## config.mk

```make
export PLATFORM = sky130hd
export DESIGN_NAME = pcg32_bounded_random_source
export DESIGN_NICKNAME = d
export VERILOG_FILES = /design/src/rtl/prb_pkg.sv /design/src/rtl/pcg32_bounded_random_source.sv /design/src/rtl/prb_div.sv /design/src/rtl/prb_datapath.sv /design/src/rtl/prb_ctrl.sv
export SDC_FILE = /design/constraint.sdc
export NUM_CORES = 2
export LEC_CHECK = 0
export ABC_AREA = 1
export ABC_CLOCK_PERIOD_IN_PS = 10900
export BUFFER_PORTS_ARGS = -buffer_cell sky130_fd_sc_hd__buf_2
export CORE_MARGIN = 2
export CORE_UTILIZATION = 39
export DETAILED_ROUTE_END_ITERATION = 16
export PLACE_DENSITY_LB_ADDON = 0.12
export SLEW_MARGIN = 20
export SYNTH_ARGS = -nofsm -noshare
export SYNTH_HDL_FRONTEND = slang
export SYNTH_HIERARCHICAL = 1
export SYNTH_SLANG_ARGS = --single-unit
```

## constraint.sdc

```tcl
create_clock -name clk -period 10.9 [get_ports clk]
set_clock_uncertainty 0.15 [all_clocks]
set_input_delay 1.09 -clock clk [delete_from_list [all_inputs] [get_ports clk]]
set_output_delay 1.09 -clock clk [all_outputs]
set_load 0.01 [all_outputs]
```

## src/rtl/prb_pkg.sv

```systemverilog
package prb_pkg;

    // Operation codes carried by the operation field
    typedef enum logic [1:0] {
        OP_RESTART  = 2'd0,
        OP_RAW      = 2'd1,
        OP_BOUNDED  = 2'd2,
        OP_INTERVAL = 2'd3
    } op_t;

    // Multiplier operand selection (32x32 partial products of the 64-bit LCG multiply)
    typedef enum logic [1:0] {
        MUL_NONE,
        MUL_LL,
        MUL_LH,
        MUL_HL
    } mul_sel_t;

    // Accumulator operation
    typedef enum logic [1:0] {
        ACC_NONE,
        ACC_INIT,
        ACC_ADD_HI
    } acc_op_t;

    // Generator state update
    typedef enum logic [1:0] {
        SOP_NONE,
        SOP_ZERO,
        SOP_ADD_SEED,
        SOP_LOAD_ACC
    } st_op_t;

    // Divider operand source
    typedef enum logic {
        DIV_FLOOR,
        DIV_DRAW
    } div_src_t;

    // Result selection
    typedef enum logic [1:0] {
        OUT_ZERO,
        OUT_RAW,
        OUT_LOW,
        OUT_REM
    } out_sel_t;

    // What follows the end of a state advance
    typedef enum logic [1:0] {
        PH_RST1,
        PH_RST2,
        PH_RAW,
        PH_DRAW
    } phase_t;

    // Controller states
    typedef enum logic [3:0] {
        S_IDLE,
        S_DISPATCH,
        S_SEED,
        S_ADV0,
        S_ADV1,
        S_ADV2,
        S_ADV3,
        S_ADV4,
        S_FLOOR_WAIT,
        S_CHECK,
        S_MOD_WAIT,
        S_FINISH
    } ctrl_state_t;

    // Commands from controller to datapath
    typedef struct packed {
        logic     load_in;
        mul_sel_t mul_sel;
        acc_op_t  acc_op;
        st_op_t   st_op;
        logic     capture_r;
        logic     div_start;
        div_src_t div_src;
        logic     load_floor;
        logic     load_out;
        out_sel_t out_sel;
    } cmd_t;

    // Status from datapath to controller
    typedef struct packed {
        op_t  op;
        logic bound_zero;
        logic interval_empty;
        logic reject;
        logic div_busy;
        logic div_done;
    } status_t;

    // Rejection sampling gives up after this try index
    localparam logic [5:0] TRY_LAST = 6'd63;

    // Configuration register map (64-bit registers at 8-byte spacing)
    localparam int unsigned CFG_ADDR_W = 5;
    localparam logic [1:0]  CFG_MULT   = 2'd0;
    localparam logic [1:0]  CFG_INC    = 2'd1;
    localparam logic [1:0]  CFG_SEED   = 2'd2;

    // Reset values
    localparam logic [63:0] MULT_RESET = 64'd6364136223846793005;
    localparam logic [63:0] INC_RESET  = 64'd1442695040888963407;
    localparam logic [63:0] SEED_RESET = 64'd69420;

    // State after the seeding sequence with the reset constants:
    // 0 -> inc -> inc + seed -> (inc + seed) * mult + inc
    localparam logic [63:0] STATE_RESET = (INC_RESET + SEED_RESET) * MULT_RESET + INC_RESET;

endpackage

```

## src/rtl/pcg32_bounded_random_source.sv

```systemverilog
// PCG32 XSH-RR random source with raw, bounded and interval draws.
//
// Input channel (in_valid / in_stall): one transaction carries operation,
// range_low and range_high; it is accepted when in_valid is high and
// in_stall is low. The block takes one transaction at a time.
// Output channel (out_valid / out_stall): exactly one random_value per input
// transaction, in order. The result sits in an output register; while the
// receiver stalls it holds, and the block may already accept the next input,
// finishing its work and then waiting until the register is free.
// Trivial cases skip the multiplier and the divider; a bounded or interval
// draw repeats the state advance for each rejected try. The state advance
// runs on one shared 32x32 multiplier; each modulo runs on a bit-serial
// divider, and a bounded draw needs two of them. The next transaction is
// accepted in the cycle after the result is loaded, so transactions do not
// overlap.
// Configuration: APB-style port, 64-bit registers at byte addresses 0
// (multiplier), 8 (increment) and 16 (seed); write only while idle.
// Reset: registers take the standard constants and seed 69420, and the
// generator state is already seeded; the block is ready right after reset.
module pcg32_bounded_random_source
    import prb_pkg::*;
(
    input  logic                  clk,
    input  logic                  rst_n,
    input  logic                  in_valid,
    output logic                  in_stall,
    input  logic [1:0]            operation,
    input  logic [31:0]           range_low,
    input  logic [31:0]           range_high,
    output logic                  out_valid,
    input  logic                  out_stall,
    output logic [31:0]           random_value,
    input  logic                  psel,
    input  logic                  penable,
    input  logic                  pwrite,
    input  logic [CFG_ADDR_W-1:0] paddr,
    input  logic [63:0]           pwdata,
    output logic [63:0]           prdata,
    output logic                  pready
);

    logic [63:0] mult_reg;
    logic [63:0] inc_reg;
    logic [63:0] seed_reg;
    logic [1:0]  cfg_idx;
    logic        cfg_wr;
    cmd_t        cmd;
    status_t     status;

    assign pready  = 1'b1;
    assign cfg_idx = paddr[4:3];
    assign cfg_wr  = psel && penable && pwrite && pready;

    // Configuration registers
    always_ff @(posedge clk or negedge rst_n)
    begin
        if (!rst_n)
        begin
            mult_reg <= MULT_RESET;
            inc_reg  <= INC_RESET;
            seed_reg <= SEED_RESET;
        end
        else if (cfg_wr)
        begin
            case (cfg_idx)
                CFG_MULT: mult_reg <= pwdata;
                CFG_INC:  inc_reg  <= pwdata;
                CFG_SEED: seed_reg <= pwdata;
                default:  ;
            endcase
        end
    end

    // Register read-back
    always_comb
    begin
        case (cfg_idx)
            CFG_MULT: prdata = mult_reg;
            CFG_INC:  prdata = inc_reg;
            CFG_SEED: prdata = seed_reg;
            default:  prdata = '0;
        endcase
    end

    prb_ctrl u_ctrl (
        .clk       (clk),
        .rst_n     (rst_n),
        .in_valid  (in_valid),
        .in_stall  (in_stall),
        .out_valid (out_valid),
        .out_stall (out_stall),
        .cmd       (cmd),
        .status    (status)
    );

    prb_datapath u_datapath (
        .clk            (clk),
        .rst_n          (rst_n),
        .cmd            (cmd),
        .status         (status),
        .operation      (operation),
        .range_low      (range_low),
        .range_high     (range_high),
        .lcg_multiplier (mult_reg),
        .lcg_increment  (inc_reg),
        .seed_value     (seed_reg),
        .random_value   (random_value)
    );

endmodule

```

## src/rtl/prb_div.sv

```systemverilog
module prb_div
    import prb_pkg::*;
(
    input  logic        clk,
    input  logic        rst_n,
    input  logic        start,
    input  logic [31:0] dividend,
    input  logic [31:0] divisor,
    output logic        busy,
    output logic        done,
    output logic [31:0] remainder
);

    localparam logic [5:0] DIV_STEPS = 6'd32;

    logic [5:0]  cnt_reg;
    logic        done_reg;
    logic [31:0] rem_reg;
    logic [31:0] dvd_reg;
    logic [31:0] dvs_reg;

    logic [32:0] rem_sh;
    logic        ge;
    logic [32:0] diff;
    logic [31:0] rem_next;

    // One restoring step: shift in a dividend bit, subtract when it fits
    assign rem_sh   = {rem_reg, dvd_reg[31]};
    assign ge       = rem_sh >= {1'b0, dvs_reg};
    assign diff     = rem_sh - {1'b0, dvs_reg};
    assign rem_next = ge ? diff[31:0] : rem_sh[31:0];

    // Step counter and completion pulse
    always_ff @(posedge clk or negedge rst_n)
    begin
        if (!rst_n)
        begin
            cnt_reg  <= '0;
            done_reg <= 1'b0;
        end
        else if (start)
        begin
            cnt_reg  <= DIV_STEPS;
            done_reg <= 1'b0;
        end
        else if (cnt_reg != '0)
        begin
            cnt_reg  <= cnt_reg - 6'd1;
            done_reg <= (cnt_reg == 6'd1);
        end
        else
        begin
            done_reg <= 1'b0;
        end
    end

    // Operand and partial remainder registers
    always_ff @(posedge clk)
    begin
        if (start)
        begin
            rem_reg <= '0;
            dvd_reg <= dividend;
            dvs_reg <= divisor;
        end
        else if (cnt_reg != '0)
        begin
            rem_reg <= rem_next;
            dvd_reg <= {dvd_reg[30:0], 1'b0};
        end
    end

    assign busy      = (cnt_reg != '0);
    assign done      = done_reg;
    assign remainder = rem_reg;

    // Completion only follows a running division
    a_done_after_busy: assert property (@(posedge clk) disable iff (!rst_n)
        done |-> $past(busy))
        else $error("divider done without a running division");

endmodule

```

## src/rtl/prb_datapath.sv

```systemverilog
module prb_datapath
    import prb_pkg::*;
(
    input  logic        clk,
    input  logic        rst_n,
    input  cmd_t        cmd,
    output status_t     status,
    input  logic [1:0]  operation,
    input  logic [31:0] range_low,
    input  logic [31:0] range_high,
    input  logic [63:0] lcg_multiplier,
    input  logic [63:0] lcg_increment,
    input  logic [63:0] seed_value,
    output logic [31:0] random_value
);

    // XSH-RR output permutation of a 64-bit state
    function automatic logic [31:0] xsh_rr(input logic [63:0] s);
        logic [63:0] t;
        logic [63:0] xx;
        t  = (s >> 18) ^ s;
        xx = {t[58:27], t[58:27]} >> s[63:59];
        return xx[31:0];
    endfunction

    logic [63:0] state_reg;
    logic [63:0] acc_reg;
    logic [63:0] prod_reg;
    op_t         op_reg;
    logic [31:0] lo_reg;
    logic [31:0] hi_reg;
    logic [31:0] bound_reg;
    logic [31:0] r_reg;
    logic [31:0] floor_reg;
    logic [31:0] random_value_reg;

    logic [31:0] mul_a;
    logic [31:0] mul_b;
    logic [31:0] div_dividend;
    logic [31:0] div_rem;
    logic        div_busy;
    logic        div_done;

    // Generator state
    always_ff @(posedge clk or negedge rst_n)
    begin
        if (!rst_n)
        begin
            state_reg <= STATE_RESET;
        end
        else
        begin
            case (cmd.st_op)
                SOP_ZERO:     state_reg <= '0;
                SOP_ADD_SEED: state_reg <= state_reg + seed_value;
                SOP_LOAD_ACC: state_reg <= acc_reg;
                default:      state_reg <= state_reg;
            endcase
        end
    end

    // Partial product operand select
    always_comb
    begin
        case (cmd.mul_sel)
            MUL_LL:
            begin
                mul_a = state_reg[31:0];
                mul_b = lcg_multiplier[31:0];
            end
            MUL_LH:
            begin
                mul_a = state_reg[31:0];
                mul_b = lcg_multiplier[63:32];
            end
            MUL_HL:
            begin
                mul_a = state_reg[63:32];
                mul_b = lcg_multiplier[31:0];
            end
            default:
            begin
                mul_a = '0;
                mul_b = '0;
            end
        endcase
    end

    // Registered 32x32 product, then accumulate into the next state
    always_ff @(posedge clk)
    begin
        if (cmd.mul_sel != MUL_NONE)
            prod_reg <= mul_a * mul_b;
        case (cmd.acc_op)
            ACC_INIT:   acc_reg <= prod_reg + lcg_increment;
            ACC_ADD_HI: acc_reg <= acc_reg + {prod_reg[31:0], 32'd0};
            default:    acc_reg <= acc_reg;
        endcase
    end

    // Transaction capture
    always_ff @(posedge clk)
    begin
        if (cmd.load_in)
        begin
            op_reg <= op_t'(operation);
            lo_reg <= range_low;
            hi_reg <= range_high;
            if (op_t'(operation) == OP_BOUNDED)
                bound_reg <= range_high;
            else
                bound_reg <= range_high - range_low + 32'd1;
        end
    end

    // Draw output and rejection threshold
    always_ff @(posedge clk)
    begin
        if (cmd.capture_r)
            r_reg <= xsh_rr(state_reg);
        if (cmd.load_floor)
            floor_reg <= div_rem;
    end

    // Shared divider: threshold (2^32 - bound) mod bound, then draw mod bound
    assign div_dividend = (cmd.div_src == DIV_FLOOR) ? (32'd0 - bound_reg) : r_reg;

    prb_div u_div (
        .clk       (clk),
        .rst_n     (rst_n),
        .start     (cmd.div_start),
        .dividend  (div_dividend),
        .divisor   (bound_reg),
        .busy      (div_busy),
        .done      (div_done),
        .remainder (div_rem)
    );

    // Result register
    always_ff @(posedge clk)
    begin
        if (cmd.load_out)
        begin
            case (cmd.out_sel)
                OUT_RAW: random_value_reg <= r_reg;
                OUT_LOW: random_value_reg <= lo_reg;
                OUT_REM: random_value_reg <= div_rem +
                                             ((op_reg == OP_INTERVAL) ? lo_reg : 32'd0);
                default: random_value_reg <= '0;
            endcase
        end
    end

    assign random_value = random_value_reg;

    // Status toward the controller
    always_comb
    begin
        status.op             = op_reg;
        status.bound_zero     = (bound_reg == '0);
        status.interval_empty = (lo_reg >= hi_reg);
        status.reject         = (r_reg < floor_reg);
        status.div_busy       = div_busy;
        status.div_done       = div_done;
    end

endmodule

```

## src/rtl/prb_ctrl.sv

```systemverilog
module prb_ctrl
    import prb_pkg::*;
(
    input  logic    clk,
    input  logic    rst_n,
    input  logic    in_valid,
    output logic    in_stall,
    output logic    out_valid,
    input  logic    out_stall,
    output cmd_t    cmd,
    input  status_t status
);

    ctrl_state_t state_reg;
    ctrl_state_t state_next;
    phase_t      phase_reg;
    phase_t      phase_next;
    out_sel_t    out_sel_reg;
    out_sel_t    out_sel_next;
    logic [5:0]  tries_reg;
    logic [5:0]  tries_next;
    logic        out_valid_reg;
    logic        out_valid_next;
    logic        out_free;

    assign out_free  = !out_valid_reg || !out_stall;
    assign in_stall  = (state_reg != S_IDLE);
    assign out_valid = out_valid_reg;

    // State and control registers
    always_ff @(posedge clk or negedge rst_n)
    begin
        if (!rst_n)
        begin
            state_reg     <= S_IDLE;
            phase_reg     <= PH_RAW;
            out_sel_reg   <= OUT_ZERO;
            tries_reg     <= '0;
            out_valid_reg <= 1'b0;
        end
        else
        begin
            state_reg     <= state_next;
            phase_reg     <= phase_next;
            out_sel_reg   <= out_sel_next;
            tries_reg     <= tries_next;
            out_valid_reg <= out_valid_next;
        end
    end

    // Next state and commands
    always_comb
    begin
        state_next   = state_reg;
        phase_next   = phase_reg;
        out_sel_next = out_sel_reg;
        tries_next   = tries_reg;
        cmd          = '0;

        case (state_reg)
            S_IDLE:
            begin
                if (in_valid)
                begin
                    cmd.load_in = 1'b1;
                    state_next  = S_DISPATCH;
                end
            end

            S_DISPATCH:
            begin
                case (status.op)
                    OP_RESTART:
                    begin
                        cmd.st_op  = SOP_ZERO;
                        phase_next = PH_RST1;
                        state_next = S_ADV0;
                    end
                    OP_RAW:
                    begin
                        phase_next = PH_RAW;
                        state_next = S_ADV0;
                    end
                    OP_BOUNDED:
                    begin
                        if (status.bound_zero)
                        begin
                            out_sel_next = OUT_ZERO;
                            state_next   = S_FINISH;
                        end
                        else
                        begin
                            cmd.div_start = 1'b1;
                            cmd.div_src   = DIV_FLOOR;
                            state_next    = S_FLOOR_WAIT;
                        end
                    end
                    default:
                    begin
                        // empty, reversed or full-width interval gives the low end
                        if (status.interval_empty || status.bound_zero)
                        begin
                            out_sel_next = OUT_LOW;
                            state_next   = S_FINISH;
                        end
                        else
                        begin
                            cmd.div_start = 1'b1;
                            cmd.div_src   = DIV_FLOOR;
                            state_next    = S_FLOOR_WAIT;
                        end
                    end
                endcase
            end

            S_SEED:
            begin
                cmd.st_op  = SOP_ADD_SEED;
                phase_next = PH_RST2;
                state_next = S_ADV0;
            end

            // State advance: three partial products, accumulated and loaded into the state
            S_ADV0:
            begin
                cmd.capture_r = 1'b1;
                cmd.mul_sel   = MUL_LL;
                state_next    = S_ADV1;
            end
            S_ADV1:
            begin
                cmd.acc_op  = ACC_INIT;
                cmd.mul_sel = MUL_LH;
                state_next  = S_ADV2;
            end
            S_ADV2:
            begin
                cmd.acc_op  = ACC_ADD_HI;
                cmd.mul_sel = MUL_HL;
                state_next  = S_ADV3;
            end
            S_ADV3:
            begin
                cmd.acc_op = ACC_ADD_HI;
                state_next = S_ADV4;
            end
            S_ADV4:
            begin
                cmd.st_op = SOP_LOAD_ACC;
                case (phase_reg)
                    PH_RST1:
                    begin
                        state_next = S_SEED;
                    end
                    PH_RST2:
                    begin
                        out_sel_next = OUT_ZERO;
                        state_next   = S_FINISH;
                    end
                    PH_RAW:
                    begin
                        out_sel_next = OUT_RAW;
                        state_next   = S_FINISH;
                    end
                    default:
                    begin
                        state_next = S_CHECK;
                    end
                endcase
            end

            S_FLOOR_WAIT:
            begin
                if (status.div_done)
                begin
                    cmd.load_floor = 1'b1;
                    tries_next     = '0;
                    phase_next     = PH_DRAW;
                    state_next     = S_ADV0;
                end
            end

            // Rejection sampling: retry below the threshold, up to the try limit
            S_CHECK:
            begin
                if (status.reject && (tries_reg != TRY_LAST))
                begin
                    tries_next = tries_reg + 6'd1;
                    state_next = S_ADV0;
                end
                else
                begin
                    cmd.div_start = 1'b1;
                    cmd.div_src   = DIV_DRAW;
                    state_next    = S_MOD_WAIT;
                end
            end

            S_MOD_WAIT:
            begin
                if (status.div_done)
                begin
                    out_sel_next = OUT_REM;
                    state_next   = S_FINISH;
                end
            end

            S_FINISH:
            begin
                if (out_free)
                begin
                    cmd.load_out = 1'b1;
                    cmd.out_sel  = out_sel_reg;
                    state_next   = S_IDLE;
                end
            end

            default:
            begin
                state_next = S_IDLE;
            end
        endcase
    end

    // Output valid
    always_comb
    begin
        if (cmd.load_out)
            out_valid_next = 1'b1;
        else if (!out_stall)
            out_valid_next = 1'b0;
        else
            out_valid_next = out_valid_reg;
    end

    a_accept_then_busy: assert property (@(posedge clk) disable iff (!rst_n)
        (in_valid && !in_stall) |=> in_stall)
        else $error("second transaction accepted while one is in progress");

    a_div_not_restarted: assert property (@(posedge clk) disable iff (!rst_n)
        cmd.div_start |-> !status.div_busy)
        else $error("divider started while busy");

    a_result_from_finish: assert property (@(posedge clk) disable iff (!rst_n)
        $rose(out_valid) |-> $past(state_reg == S_FINISH))
        else $error("result presented outside the finish step");

endmodule

```

==> metrics <==
die area=228,000 sq um; Longest Clk Path Bufs=3; wire length per cell=25.4 um; synthesis-to-finish area growth=9.08%; Die Y=478 um; Die Wd=478 um; DR pass1 iterations=9; crit path buf inv count=8; Sequential Power Share=26.9%; Worst slew margin=10.9%; Placeable Area=224,000 sq um; sequential cell area=19,300 sq um; Syn Nets=13.9k; # rows=174; DP HPWL=334 mm; Int Power=8.67 mW; multi-input logic area=57,600 sq um; setup TNS=0 ns; cell area power density=203 nW/um^2; type of origin of the critical path=flop; R2R depth=32; Pleak=49.2 nW; largest net degree at the start of global routing=80; Hold WC Path Type=in2async; number of vias in the routed layout=82.2k; hold-fix buffers at CTS=0; I/O Buffers=236; final worst path period share=93.5%; total track usage=34.1%; cell mode on critical path=nand2_1; f_max=98.1 MHz; first-pass GRT wire length=563 mm; CTS clock-pin slew for the worst setup and hold paths=0.06 ns; CTS tree=yes; drt first-iter violations=8,277; Setup Viol. Count Final=0; IO Pins=241; Mapped Cells=12.2k; R2R setup slack=0.70 ns; Sw Ratio=55.3%; crit end category=flop; Starting Density=39.1%; RR Startpoint=u_ctrl/state_reg[3]; Final ANT Viol Nets=0; Crit Reg-Reg Endpoint=u_datapath/prod_reg[62]; Synth Cell Area=87,600 sq um; MaxCap Viol Count=0; switching pwr=10.7 mW; hold_ws=0.207 ns; clk_lat worst skew=0.74 ns; vias per cell=5.30; clk sink count=696; Routed WL=395 mm; Fin. Hold Viols=0; Clk pwr share=15.1%; Layout fillers=23.7k; syn_area_per_cell=7.18 sq um; Slowest-stage cell, CP=fa_1; H-tree levels=3; Root Driver=clkbuf_16; crit path launch=u_ctrl/state_reg[3]; Util after Layout=42.7%; crit-path max FO=14; Least-Margin Pin Slew=1.34 ns; Req. time, crit path=11.21 ns; Warnings, synthesis=6; Comb pwr share=58.0%; CTS buffer count=85; share of cells above drive strength 1=7.36%; post-layout min period=10.20 ns; setup bufs post-CTS=0; # DRC=0; Max VDD drop=149 uV; initial antenna violation count=37; GPL Wtd Cong=1.02; post-CTS sizing=0; total grt overflow=0; CP Class=reg2reg; max-slew violations=0; vias in the first global route=78.9k; Crit path arrival time=10.51 ns; Nets=14.1k; CP top delay family=adder cells; critical path's largest stage delay=0.58 ns; RSZ-0062 raised after global routing=no; status=completed
==> layer usage <==
metal / wire, um / global-route usage [%]
met2: 173000 / 52.4
met1: 174000 / 48.1
met3: 32000 / 6.23
met5: 258 / 0.378
met4: 15200 / 11.7
==> stage by stage <==
stage | cell area (sq um) | power [mW] | cells | setup WS (ns)
2_1_floorplan | 87600 | 11.1 | 12200 | 1.39
6_report | 95600 | 19.4 | 15500 | 0.704
3_3_place_gp | 92700 | 16.1 | 15300 | 0.964
3_5_place_dp | 92700 | 16.2 | 15300 | 0.880
4_1_cts | 95500 | 19.2 | 15500 | 0.814
5_1_grt | 95600 | 20.5 | 15500 | 0.370
==> how the worst max path moves through the flow <==
stage,end,slack (ns),cells past startpoint
after global routing,u_datapath/prod_reg[62],0.37,32
after CTS,u_datapath/prod_reg[29],0.81,30
final,u_datapath/prod_reg[62],0.70,32
after detailed placement,u_datapath/prod_reg[62],0.88,34
after global placement,u_datapath/prod_reg[55],0.96,31
after floorplan,u_datapath/prod_reg[61],1.39,34
==> placed cells by master (no fill, tap or decap), types with 31 or more instances in the layout <==
| cell type | instances |
|---|---|
| nand4_1 | 65 |
| o21ai_0 | 320 |
| nand2_1 | 3995 |
| clkbuf_16 | 85 |
| a22o_1 | 31 |
| nand3b_1 | 46 |
| xnor2_1 | 42 |
| buf_2 | 235 |
| nand2_2 | 48 |
| o22ai_1 | 31 |
| ha_1 | 621 |
| nor2_1 | 1172 |
| nor3_1 | 66 |
| o211ai_1 | 73 |
| inv_1 | 2274 |
| edfxtp_1 | 386 |
| nand3_1 | 686 |
| dfstp_2 | 111 |
| o21ai_1 | 35 |
| dfrtp_1 | 167 |
| buf_4 | 251 |
| dfxtp_1 | 32 |
| xor2_1 | 57 |
| a21oi_1 | 414 |
| fa_1 | 902 |
==> final cells by class <==
type | instances | area share, %
multi-input cells | 8845 | 60.3
well taps | 2992 | 3.92
clock inverters | 56 | 0.593
inverters | 2312 | 9.08
flip-flops and latches | 696 | 20.2
repair buffers | 501 | 3.51
diodes | 14 | 0.0367
clock buffers | 103 | 2.34
==> power by group through the flow <==
stage	combinational, mW	sequential (mW)	clock, mW
after floorplan	6.78	4.34	0
after global placement	10.9	5.20	0
after detailed placement	11.0	5.20	0
after CTS	11.0	5.16	2.98
after global routing	12.2	5.20	3.08
final	11.3	5.21	2.93
Power figures use the tool's default switching activity.
